<file path="src/rtl/core/rmm_pkg.sv">
// ----------------------------------------------------------------------------
// rmm_pkg
// Shared constants, types and elaboration-time helpers for the residue
// number system modular multiplier.
// ----------------------------------------------------------------------------
package rmm_pkg;

    // Operand and result widths
    localparam int OPND_W   = 31;
    localparam int OUT_W    = 32;

    // Channel set
    localparam int CHAN_MAX = 9;
    localparam int MODULI    [CHAN_MAX] = '{3, 5, 7, 11, 13, 17, 19, 23, 29};
    localparam int RADIX_LOG [CHAN_MAX] = '{2, 3, 3, 4, 4, 5, 5, 5, 5};

    // Per-channel datapath widths
    localparam int RES_W    = 5;    // residue, below 29
    localparam int SUM_W    = 15;   // weighted byte sum, below 2^15
    localparam int QSHIFT   = 20;   // reciprocal scale for the byte-sum reduction
    localparam int RECIP_W  = 19;   // reciprocal constant width
    localparam int QUO_W    = 14;   // quotient of the byte-sum reduction
    localparam int PROD_W   = 10;   // product of two residues
    localparam int REDC_W   = 11;   // t + m*n inside Montgomery reduction
    localparam int CH_STAGES = 9;   // register stages inside one channel

    // Reconstruction tree
    localparam int TREE_LVLS = 4;
    localparam int LEAVES    = 1 << TREE_LVLS;
    localparam int NSTAGE    = CH_STAGES + TREE_LVLS;

    typedef logic [OUT_W-1:0] word_t;

    // Bring a small non-negative value below n by repeated subtraction
    function automatic int red_small(input int x, input int n);
        int v;
        v = x;
        for (int k = 0; k < 64; k++) begin
            if (v >= n) v = v - n;
        end
        return v;
    endfunction

    // x*y mod n for x, y below n (n at most 32), by repeated addition
    function automatic int mul_mod(input int x, input int y, input int n);
        int acc;
        acc = 0;
        for (int k = 0; k < 32; k++) begin
            if (k < y) begin
                acc = acc + x;
                if (acc >= n) acc = acc - n;
            end
        end
        return acc;
    endfunction

    // 2^e mod n, by repeated doubling
    function automatic int pow2_mod(input int e, input int n);
        int v;
        v = red_small(1, n);
        for (int k = 0; k < 40; k++) begin
            if (k < e) begin
                v = v * 2;
                if (v >= n) v = v - n;
            end
        end
        return v;
    endfunction

    // Smallest k below n with x*k mod n equal to one; zero when none exists
    function automatic int inv_mod(input int x, input int n);
        int  r;
        bit  found;
        r     = 0;
        found = 1'b0;
        for (int k = 0; k < 32; k++) begin
            if (k < n && !found && mul_mod(x, k, n) == red_small(1, n)) begin
                r     = k;
                found = 1'b1;
            end
        end
        return r;
    endfunction

    // -n^-1 mod 2^lr
    function automatic int neg_inv_pow2(input int n, input int lr);
        int  r;
        int  msk;
        bit  found;
        msk   = (1 << lr) - 1;
        r     = 0;
        found = 1'b0;
        for (int k = 0; k < 32; k++) begin
            if (k <= msk && !found && ((n * k) & msk) == 1) begin
                r     = k;
                found = 1'b1;
            end
        end
        return ((1 << lr) - r) & msk;
    endfunction

    // Product of the active moduli other than channel i, reduced mod n
    function automatic int mi_mod(input int i, input int nc, input int n);
        int p;
        p = red_small(1, n);
        for (int j = 0; j < CHAN_MAX; j++) begin
            if (j < nc && j != i) p = mul_mod(p, red_small(MODULI[j], n), n);
        end
        return p;
    endfunction

    // Product of the active moduli other than channel i
    function automatic longint mi_val(input int i, input int nc);
        longint p;
        p = 1;
        for (int j = 0; j < CHAN_MAX; j++) begin
            if (j < nc && j != i) p = p * MODULI[j];
        end
        return p;
    endfunction

    // Product of all active moduli
    function automatic longint m_val(input int nc);
        longint p;
        p = 1;
        for (int j = 0; j < CHAN_MAX; j++) begin
            if (j < nc) p = p * MODULI[j];
        end
        return p;
    endfunction

    // Modular addition of two values below m
    function automatic word_t mod_add(input word_t x, input word_t y,
                                      input logic [OUT_W:0] m);
        logic [OUT_W:0] s;
        s = {1'b0, x} + {1'b0, y};
        if (s >= m) s = s - m;
        return s[OUT_W-1:0];
    endfunction

endpackage

</file>
<file path="src/rtl/core/rmm_channel.sv">
// ----------------------------------------------------------------------------
// rmm_channel
// One residue channel: reduces both operands into Montgomery form, runs
// the residue product through two Montgomery reductions and scales the
// result into its share of the reconstructed product.
// ----------------------------------------------------------------------------
module rmm_channel #(
    parameter int IDX          = 0,
    parameter int NUM_CHANNELS = rmm_pkg::CHAN_MAX
) (
    input  logic                                clk,
    input  logic [rmm_pkg::CH_STAGES-1:0]       ld,
    input  logic [rmm_pkg::OPND_W-1:0]          operand_a,
    input  logic [rmm_pkg::OPND_W-1:0]          operand_b,
    output rmm_pkg::word_t                      term
);

    localparam int N   = rmm_pkg::MODULI[IDX];
    localparam int LR  = rmm_pkg::RADIX_LOG[IDX];
    localparam int CI  = rmm_pkg::inv_mod(rmm_pkg::mi_mod(IDX, NUM_CHANNELS, N), N);
    localparam int NP  = rmm_pkg::neg_inv_pow2(N, LR);

    localparam int SW  = rmm_pkg::SUM_W;
    localparam int RW  = rmm_pkg::RES_W;
    localparam int PW  = rmm_pkg::PROD_W;
    localparam int DW  = rmm_pkg::REDC_W;
    localparam int QW  = rmm_pkg::QUO_W;
    localparam int KW  = rmm_pkg::RECIP_W;
    localparam int XW  = SW + KW;

    // Byte weights: 2^(8k)*R mod n for a, with the CRT inverse folded in for b
    localparam logic [SW-1:0] WA0 = SW'(rmm_pkg::pow2_mod(LR, N));
    localparam logic [SW-1:0] WA1 = SW'(rmm_pkg::pow2_mod(8 + LR, N));
    localparam logic [SW-1:0] WA2 = SW'(rmm_pkg::pow2_mod(16 + LR, N));
    localparam logic [SW-1:0] WA3 = SW'(rmm_pkg::pow2_mod(24 + LR, N));
    localparam logic [SW-1:0] WB0 = SW'(rmm_pkg::mul_mod(int'(WA0), CI, N));
    localparam logic [SW-1:0] WB1 = SW'(rmm_pkg::mul_mod(int'(WA1), CI, N));
    localparam logic [SW-1:0] WB2 = SW'(rmm_pkg::mul_mod(int'(WA2), CI, N));
    localparam logic [SW-1:0] WB3 = SW'(rmm_pkg::mul_mod(int'(WA3), CI, N));

    localparam int             RECIP = (1 << rmm_pkg::QSHIFT) / N;
    localparam logic [XW-1:0]  K_X   = XW'(RECIP);
    localparam logic [SW-1:0]  N_S   = SW'(N);
    localparam logic [RW:0]    N_R   = (RW + 1)'(N);
    localparam logic [DW-1:0]  N_D   = DW'(N);
    localparam logic [PW+RW-1:0] NP_X = (PW + RW)'(NP);
    localparam logic [PW+RW-1:0] RMSK = (PW + RW)'((1 << LR) - 1);
    localparam rmm_pkg::word_t MI    = rmm_pkg::word_t'(rmm_pkg::mi_val(IDX, NUM_CHANNELS));

    logic [SW-1:0]  sa_reg, sb_reg;
    logic [QW-1:0]  qa_reg, qb_reg;
    logic [SW-1:0]  sa2_reg, sb2_reg;
    logic [RW-1:0]  am_reg, bm_reg;
    logic [PW-1:0]  t_reg, t5_reg;
    logic [RW-1:0]  m1_reg, f_reg, f7_reg, m2_reg, w_reg;
    rmm_pkg::word_t term_reg;

    logic [XW-1:0]  pa_x, pb_x;
    logic [SW-1:0]  ra_s, rb_s;
    logic [RW:0]    ra, rb;
    logic [PW+RW-1:0] tn1, tn2;
    logic [DW-1:0]  u1_d, u2_d;
    logic [RW:0]    u1, u2;

    // Reciprocal quotient and remainder for the byte sums
    always_comb
    begin
        pa_x = XW'(sa_reg) * K_X;
        pb_x = XW'(sb_reg) * K_X;
        ra_s = sa2_reg - SW'(SW'(qa_reg) * N_S);
        rb_s = sb2_reg - SW'(SW'(qb_reg) * N_S);
        ra   = ra_s[RW:0];
        rb   = rb_s[RW:0];
    end

    // Montgomery reduction steps
    always_comb
    begin
        tn1  = ((PW + RW)'(t_reg) * NP_X) & RMSK;
        u1_d = (DW'(t5_reg) + DW'(DW'(m1_reg) * N_D)) >> LR;
        u1   = u1_d[RW:0];
        tn2  = ((PW + RW)'(f_reg) * NP_X) & RMSK;
        u2_d = (DW'(f7_reg) + DW'(DW'(m2_reg) * N_D)) >> LR;
        u2   = u2_d[RW:0];
    end

    // Stage 1: weighted byte sums
    always_ff @(posedge clk)
    begin
        if (ld[0])
        begin
            sa_reg <= SW'(operand_a[7:0]) * WA0 + SW'(operand_a[15:8]) * WA1
                    + SW'(operand_a[23:16]) * WA2 + SW'(operand_a[30:24]) * WA3;
            sb_reg <= SW'(operand_b[7:0]) * WB0 + SW'(operand_b[15:8]) * WB1
                    + SW'(operand_b[23:16]) * WB2 + SW'(operand_b[30:24]) * WB3;
        end
    end

    // Stage 2: approximate quotient
    always_ff @(posedge clk)
    begin
        if (ld[1])
        begin
            qa_reg  <= pa_x[XW-1 -: QW];
            qb_reg  <= pb_x[XW-1 -: QW];
            sa2_reg <= sa_reg;
            sb2_reg <= sb_reg;
        end
    end

    // Stage 3: remainder with one correction gives the Montgomery forms
    always_ff @(posedge clk)
    begin
        if (ld[2])
        begin
            am_reg <= RW'((ra >= N_R) ? ra - N_R : ra);
            bm_reg <= RW'((rb >= N_R) ? rb - N_R : rb);
        end
    end

    // Stage 4: residue product
    always_ff @(posedge clk)
    begin
        if (ld[3])
        begin
            t_reg <= PW'(am_reg) * PW'(bm_reg);
        end
    end

    // Stage 5: first reduction factor
    always_ff @(posedge clk)
    begin
        if (ld[4])
        begin
            m1_reg <= RW'(tn1);
            t5_reg <= t_reg;
        end
    end

    // Stage 6: first reduction result
    always_ff @(posedge clk)
    begin
        if (ld[5])
        begin
            f_reg <= RW'((u1 >= N_R) ? u1 - N_R : u1);
        end
    end

    // Stage 7: second reduction factor
    always_ff @(posedge clk)
    begin
        if (ld[6])
        begin
            m2_reg <= RW'(tn2);
            f7_reg <= f_reg;
        end
    end

    // Stage 8: second reduction leaves the CRT-weighted residue
    always_ff @(posedge clk)
    begin
        if (ld[7])
        begin
            w_reg <= RW'((u2 >= N_R) ? u2 - N_R : u2);
        end
    end

    // Stage 9: scale by the product of the other moduli
    always_ff @(posedge clk)
    begin
        if (ld[8])
        begin
            term_reg <= rmm_pkg::word_t'(MI * rmm_pkg::word_t'(w_reg));
        end
    end

    assign term = term_reg;

endmodule

</file>
<file path="config.mk">
export PLATFORM = sky130hd
export DESIGN_NAME = rmm_channel
export DESIGN_NICKNAME = d
export VERILOG_FILES = /design/src/rtl/core/rmm_pkg.sv /design/src/rtl/core/rmm_channel.sv
export SDC_FILE = /design/constraint.sdc
export NUM_CORES = 1
export LEC_CHECK = 0
export BUFFER_PORTS_ARGS = -buffer_cell sky130_fd_sc_hd__clkbuf_2
export CAP_MARGIN = 0
export CORE_MARGIN = 4
export CORE_UTILIZATION = 63
export CTS_BUF_LIST = sky130_fd_sc_hd__clkbuf_8
export DETAILED_ROUTE_END_ITERATION = 6
export PLACE_DENSITY = 0.82
export SETUP_SLACK_MARGIN = 0.15
export SLEW_MARGIN = 20
export SYNTH_ARGS = -nofsm -noshare
export SYNTH_HDL_FRONTEND = slang
export SYNTH_SLANG_ARGS = --single-unit
</file>
<file path="constraint.sdc">
create_clock -name clk -period 5.05 [get_ports clk]
set_input_delay 0.7575 -clock clk [delete_from_list [all_inputs] [get_ports clk]]
set_output_delay 0.7575 -clock clk [all_outputs]
set_load 0.01 [all_outputs]
</file>
# Word-level counts from Yosys, hierarchy flattened
# Cells that the tools add are included.
# word_totals
reg_bits	140
latch_bits	0
ramBits	0
mem_bits_ro	0
in_bits	72
out_inout_bits	32
word_cells	46
memories	0
# op_classes
n_addsub	14
mul	8
div	0
n_lt_le_gt_ge	4
eq_ne	0
shifts	0
muxes	4
bitwise_logic	0
n_reduce_logical	0
# ops
op	n
multiplier 31 x 5 -> 32 bit (first input constant)	1
multiplier 12 x 19 -> 31 bit (second input constant)	1
multiplier 11 x 19 -> 30 bit (second input constant)	1
multiplier 14 x 2 -> 6 bit (second input constant)	2
2-to-1 mux 5 bit	4
greater-or-equal comparator 6 x 2 -> 1 bit (second input constant)	3
subtractor 5 x 2 -> 5 bit (second input constant)	3
adder 11 x 8 -> 12 bit	1
subtractor 6 bit	2
adder 10 x 7 -> 11 bit	1
adder 10 x 9 -> 11 bit	1
adder 9 x 8 -> 10 bit	1
adder 9 x 9 -> 10 bit	1
adder 8 x 8 -> 9 bit	1
adder 8 x 4 -> 8 bit	1
multiplier 2 x 2 -> 4 bit (second input constant)	2
multiplier 5 x 5 -> 8 bit	1
adder 5 x 4 -> 6 bit	1
subtractor 4 x 2 -> 5 bit (second input constant)	1
greater-or-equal comparator 4 x 2 -> 1 bit (second input constant)	1

# Longest topological paths before layout
# Gate-level depths: netlist of the first run.
# depth
depth_word	4
ltp_mapped	16
mapped_depth_nobuf	16

# Least setup slack after synthesis of the first run
# Ideal clock, no wire load.
# synth_timing
path_type	register to register
startpoint	register sb_reg[6]
endpoint	register qb_reg[5] (data pin)
setup_ns	0.260
arrival_ns	4.219
required_ns	4.790
setup_slack_ns	0.572
path_stages_with_launch	16
n_path_buf	0
period_less_slack_ns	4.478
cell_sequence	edfxtp_1 ha_1 ha_1 inv_1 fa_1 fa_1 inv_1 fa_1 ha_1 a21o_1 a21o_1 a2111oi_0 o21ai_0 a21o_1 a21oi_1 xnor2_1
# synth_between
elab_chain_cells	1
# synth_lines
item	line_no	text
start, declared	rmm_channel.sv:50	logic [SW-1:0] sa_reg, sb_reg;
start signal, assigned	rmm_channel.sv:94	sb_reg <= SW'(operand_b[7:0]) * WB0 + SW'(operand_b[15:8]) * WB1
multiplier 12 x 19 -> 31 bit	rmm_channel.sv:69	pb_x = XW'(sb_reg) * K_X;
net pb_x[25]	rmm_channel.sv:58	logic [XW-1:0] pa_x, pb_x;
end signal, assigned	rmm_channel.sv:105	qb_reg <= pb_x[XW-1 -: QW];
end, declared	rmm_channel.sv:51	logic [QW-1:0] qa_reg, qb_reg;
# The timed path passes the listed nets, and every way through them passes these cells.
# A chain may end at the register's enable or synchronous reset.

# Worst setup path after layout of the first run
# layout_timing
startpoint	register sb_reg[3]
endpoint	register qb_reg[5] (data pin)
# The elaborated chain is that of the path after synthesis.

==> impl_metrics.tcl, run 1 <==
set metrics [dict create \
    status "finished, final reports clean" \
    grt_pass1_wl_mm 33.7 \
    viasPerCell 5.54 \
    slew_viol_final 0 \
    cp-end-kind "flop" \
    synthCells 946 \
    syn_to_final_growth_pct 9.07 \
    port_buffers 101 \
    fin_setup_tns_ns 0 \
    fin_nets 1409 \
    avgRoutedWirePerCell_um 15.1 \
    relSlewSlack 0.535 \
    finish.instance_area_um2 11800 \
    syn_avg_cell_area_um2 11.5 \
    synth.distinct_cells 54 \
    routed_wl_mm 19.3 \
    max_freq_mhz 210 \
    crit_required_ns 5.19 \
    synth_seq_area_share 0.310 \
    hold_buffers 0 \
    pin_count 104 \
    synthFlopType "edfxtp_1" \
    dp_hpwl_mm 16.3 \
    grt_pass1_vias 7768 \
    ys_ff_latch 112 \
    grt_max_degree 29 \
    drtIter0Drc 250 \
    post_dp_cell_area_um2 11600 \
    worstSetupPathType "reg2reg" \
    drc 0 \
    startpoint_type "flop" \
    skew_ns 0.00956 \
    post-route-period-util 0.944 \
    finalSetupViolations 0 \
    fillCellCount 1174 \
    crit-reg2reg-launch "sb_reg[3]$_DFFE_PP_" \
    clock_path_buffers 2 \
    rows 47 \
    r2r-end "qb_reg[5]$_DFFE_PP_" \
    cts_made_buffers 9 \
    synth_edf_count 112 \
    min_path_type "reg2reg" \
    dieArea_um2 19400 \
    initial_core_util 0.648 \
    grt.overflow.total 0 \
    coreArea_um2 16800 \
    drt.antenna.violating_nets 0 \
    cts_sinks 112 \
    grtUsageTotal 0.208 \
    r2r_cells 15 \
    dieHeight_um 139 \
    worstPathMaxFanout 3 \
    hold_violations 0 \
    drv_cap 0 \
    path_clk_slew_ns 0.11 \
    dr.pass1.iters 6 \
    hp-start "t_reg[0]$_DFFE_PP_" \
    fin_crit_ns 4.76 \
    min_path_cells 0 \
    cp.arrival_ns 4.91 \
    cts_max_level 3 \
    yosys_warnings 0 \
    drive_gt1_frac 0.129 \
    rsz0062_at_grt "false" \
    tightest_slew_ns 0.697 \
    insertedDiodeCount 0 \
    hold_path_end "t5_reg[0]$_DFFE_PP_" \
    synthArstFlopShare 0 \
    largest_reg_flops 28 \
    synth_area_um2 10900 \
    rrSetupSlack_ns 0.29 \
    clock_tree.root_cell "clkbuf_8" \
    clk_latency_ns 0.39 \
    cts_tree "built" \
    die_w_um 139 \
    place_congestion 0.849 \
    dr_total_vias 7118 \
    antenna_found_initial 0 \
]
-- critical path: stages (launching register included) --
cell and delay, ns:
edfxtp_1 0.44, ha_1 0.36, ha_1 0.31, inv_1 0.05, fa_1 0.49, fa_1 0.62
inv_1 0.08, fa_1 0.46, ha_1 0.32, a21o_1 0.19, a21o_1 0.19, a2111oi_2 0.34
o21ai_1 0.14, a21o_1 0.21, a21oi_1 0.21, xnor2_1 0.10
-- what timing repair did --
action,4_1_cts,5_1_grt
endpoints found under the setup margin,0,2
setup buffers,0,2
gates resized for setup,0,4
-- final cells by class --
| cell class | instances | area (um^2) | share of cell area |
|---|---|---|---|
| Multi-Input combinational cell | 680 | 6910 | 0.584 |
| Inverter | 152 | 571 | 0.0482 |
| Clock buffer | 9 | 124 | 0.0105 |
| Timing Repair Buffer | 104 | 528 | 0.0446 |
| Sequential cell | 112 | 3360 | 0.284 |
| Clock inverter | 7 | 71.3 | 0.00602 |
| Tap cell | 220 | 275 | 0.0232 |
-- logic make-up (layout without fill, tap and decap cells) --
group           after synthesis  after routing  synth area share
compound gates              158            158            0.0934
xor+xnor                     99             99            0.0798
fa+ha+maj                   278            278             0.389
buf+inv                     156            272            0.0553
flops                       112            112             0.310
mux                           8              8           0.00829
other cells                   1              3          0.000345
simple gates                134            134            0.0645
-- routing by layer --
| metal | share of wire | vias up | track usage |
|---|---|---|---|
| li1 | - | 3460 | - |
| met1 | 0.41 | 3428 | 0.245 |
| met2 | 0.52 | 192 | 0.384 |
| met3 | 0.048 | 38 | 0.0336 |
| met4 | 0.023 | 0 | 0.0731 |
| met5 | 0 | - | 0 |
-- cells in the mapped netlist (8+ instances only) --
master	count	area [um^2]
ha_1	179	2240
inv_1	152	571
edfxtp_1	112	3360
fa_1	99	1980
xnor2_1	65	569
a21oi_1	49	245
nand2_1	44	165
xor2_1	34	298
o21ai_0	29	145
a21o_1	27	203
nor2_1	20	75.1
and2_1	17	106
o21bai_1	9	67.6
nand4_1	8	50.1
-- placed cells by master, fill, tap and decap left out, types with 2 or more instances in the layout --
master	instances
ha_1	179
inv_1	154
edfxtp_1	112
clkbuf_2	101
fa_1	98
xnor2_1	65
a21oi_1	49
nand2_1	44
xor2_1	34
o21ai_0	28
a21o_1	27
nor2_1	20
and2_1	17
o21bai_1	9
clkbuf_8	9
nand4_1	8
nand3_1	7
a31oi_1	7
o21a_1	7
nor3_1	7
nor2b_1	6
nand2b_1	5
or3_1	5
a211oi_1	5
and3_1	4
mux2i_1	3
or2_2	3
mux2_2	3
o211ai_1	3
a21boi_0	3
conb_1	3
buf_4	3
a2111oi_0	2
a211o_1	2
a31o_2	2
a21oi_2	2
inv_6	2
-- metrics by stage --
step                cells   util  setup WS (ns)  hold slack [ns]
detailed placement   1266  0.694          0.220            0.405
floorplan             948      -          0.572            0.400
CTS                  1282  0.705          0.215            0.428
finish               1284  0.707          0.285            0.427
global placement     1266  0.694          0.430            0.401
global route         1284  0.707          0.111            0.440
-- how the worst max path moves through the flow --
stage,startpoint,endpoint,cells past startpoint
floorplan,sb_reg[6]$_DFFE_PP_,qb_reg[5]$_DFFE_PP_,15
global placement,sb_reg[6]$_DFFE_PP_,qb_reg[5]$_DFFE_PP_,15
finish,sb_reg[3]$_DFFE_PP_,qb_reg[5]$_DFFE_PP_,15
detailed placement,sb_reg[6]$_DFFE_PP_,qb_reg[5]$_DFFE_PP_,15
global route,sb_reg[3]$_DFFE_PP_,qb_reg[5]$_DFFE_PP_,15
CTS,sb_reg[6]$_DFFE_PP_,qb_reg[5]$_DFFE_PP_,15
Power of run 1 is left out: the tool's default activity adds up to more than one toggle a clock period on the data nets, which glitch-free logic cannot reach.
==> run 2, diff against run 1 <==
--- a/config.mk
+++ b/config.mk
@@ -12,6 +12,7 @@
 export CTS_BUF_LIST = sky130_fd_sc_hd__clkbuf_8
 export DETAILED_ROUTE_END_ITERATION = 6
 export PLACE_DENSITY = 0.82
+export REMOVE_ABC_BUFFERS = 1
 export SETUP_SLACK_MARGIN = 0.15
 export SLEW_MARGIN = 20
 export SYNTH_ARGS = -nofsm -noshare
==> impl_metrics.tcl, run 2 (same netlist as run 1, synthesis figures left out) <==
set metrics [dict create \
    cts_sinks 112 \
    relSlewSlack 0.526 \
    drc 0 \
    largest_reg_flops 28 \
    place_congestion 0.852 \
    grt_max_degree 29 \
    grt.overflow.total 0 \
    antenna_found_initial 0 \
    slew_viol_final 0 \
    min_path_type "reg2reg" \
    dieHeight_um 139 \
    hold_path_end "t5_reg[6]$_DFFE_PP_" \
    skew_ns 0.0134 \
    hold_buffers 0 \
    dr.pass1.iters 4 \
    die_w_um 139 \
    grt_pass1_vias 7403 \
    fin_setup_tns_ns 0 \
    post-cts-setup-buffers 0 \
    syn_to_final_growth_pct 8.72 \
    viasPerCell 5.47 \
    min_path_cells 0 \
    cts_tree "built" \
    routed_wl_mm 18.7 \
    fin_crit_ns 4.68 \
    status "finished, final reports clean" \
    drive_gt1_frac 0.126 \
    layout_common_cells "ha_1, inv_1, edfxtp_1" \
    dr_total_vias 7008 \
    grt_use_met1 0.249 \
    grt_pass1_wl_mm 32.7 \
    max_freq_mhz 214 \
    fin_nets 1407 \
    met3_usage 0.0250 \
    r2r-end "qb_reg[5]$_DFFE_PP_" \
    crit-reg2reg-launch "sb_reg[6]$_DFFE_PP_" \
    drtIter0Drc 283 \
    drv_cap 0 \
    pin_count 104 \
    cp.arrival_ns 4.83 \
    rrSetupSlack_ns 0.37 \
    crit_required_ns 5.20 \
    coreArea_um2 16800 \
    drt.antenna.violating_nets 0 \
    rows 47 \
    grtUsageTotal 0.201 \
    hp-start "t_reg[6]$_DFFE_PP_" \
    dieArea_um2 19400 \
    clk_latency_ns 0.38 \
    cp-end-kind "flop" \
    worstPathMaxFanout 3 \
    startpoint_type "flop" \
    grt.busiest_layer "met2" \
    rsz0062_at_grt "false" \
    cts_made_buffers 9 \
    post-route-period-util 0.927 \
    r2r_cells 15 \
    tightest_slew_ns 0.711 \
    finalSetupViolations 0 \
    layout_commonest_cell "ha_1" \
    worstSetupPathType "reg2reg" \
    avgRoutedWirePerCell_um 14.6 \
    clock_path_buffers 2 \
    grtUsageMet2 0.370 \
    hold_violations 0 \
    clock_tree.root_cell "clkbuf_8" \
    port_buffers 101 \
    path_clk_slew_ns 0.11 \
    dp_hpwl_mm 16.1 \
    cts_max_level 3 \
    initial_core_util 0.648 \
    insertedDiodeCount 0 \
]
==> run 2: changes by cell type in the layout (fill, tap and decap cells not counted) <==
cell,delta
clkinv_2,+1
a2111oi_2,-1
inv_6,-1
ha_1,-1
bufinv_16,-1
buf_4,-2
a2111oi_1,+1
inv_1,+1
ha_4,+1
==> run 2: cell type report <==
| cell class | instances | area, um^2 |
|---|---|---|
| multi-input combinational | 680 | 6920 |
| fill | 1203 | 4950 |
| clock inverter | 7 | 41.3 |
| timing repair buffer | 102 | 513 |
| inverter | 152 | 571 |
| sequential | 112 | 3360 |
| clock buffer | 9 | 124 |
| tap | 220 | 275 |
==> run 2: critical path, stage by stage, from the launching register on <==
cell and delay, ns:
edfxtp_1 0.42, ha_1 0.36, ha_1 0.32, inv_1 0.07, fa_2 0.43, fa_1 0.61, inv_1 0.08, fa_1 0.46
ha_1 0.33, a21o_1 0.19, a21o_1 0.19, a2111oi_1 0.37, o21ai_1 0.15, a21o_1 0.22, a21oi_1 0.17, xnor2_1 0.08
==> run 2: worst max-delay path by stage <==
| stage | startpoint | end | slack (ns) |
|---|---|---|---|
| finish | sb_reg[6]$_DFFE_PP_ | qb_reg[5]$_DFFE_PP_ | 0.37 |
| global route | sb_reg[6]$_DFFE_PP_ | qb_reg[5]$_DFFE_PP_ | 0.18 |
| CTS | sb_reg[6]$_DFFE_PP_ | qb_reg[5]$_DFFE_PP_ | 0.21 |
| detailed placement | sb_reg[3]$_DFFE_PP_ | qb_reg[5]$_DFFE_PP_ | 0.24 |
| global placement | sb_reg[6]$_DFFE_PP_ | qb_reg[5]$_DFFE_PP_ | 0.43 |
| floorplan | sb_reg[6]$_DFFE_PP_ | qb_reg[5]$_DFFE_PP_ | 0.57 |
==> run 2: per-layer routing <==
metal	routed length (um)	vias up
li1	-	3465
met1	7800	3369
met2	9860	152
met3	730	22
met4	305	0
met5	0	-
==> run 2: repair_timing <==
action                     in CTS  in global routing
resized for setup               0                  4
setup endpoints to repair       0                  2
hold endpoints to repair        0                  0
==> run 2: through the flow <==
step	setup WS (ns)	area, um^2	utilization	cells	hold slack [ns]
after detailed placement	0.235	11600	0.694	1266	0.405
after global routing	0.184	11800	0.705	1282	0.435
after floorplan	0.572	10800	-	944	0.400
after CTS	0.210	11800	0.704	1282	0.423
after global placement	0.427	11600	0.694	1266	0.400
final	0.367	11800	0.705	1282	0.421
Power of run 2 is left out for the same reason.
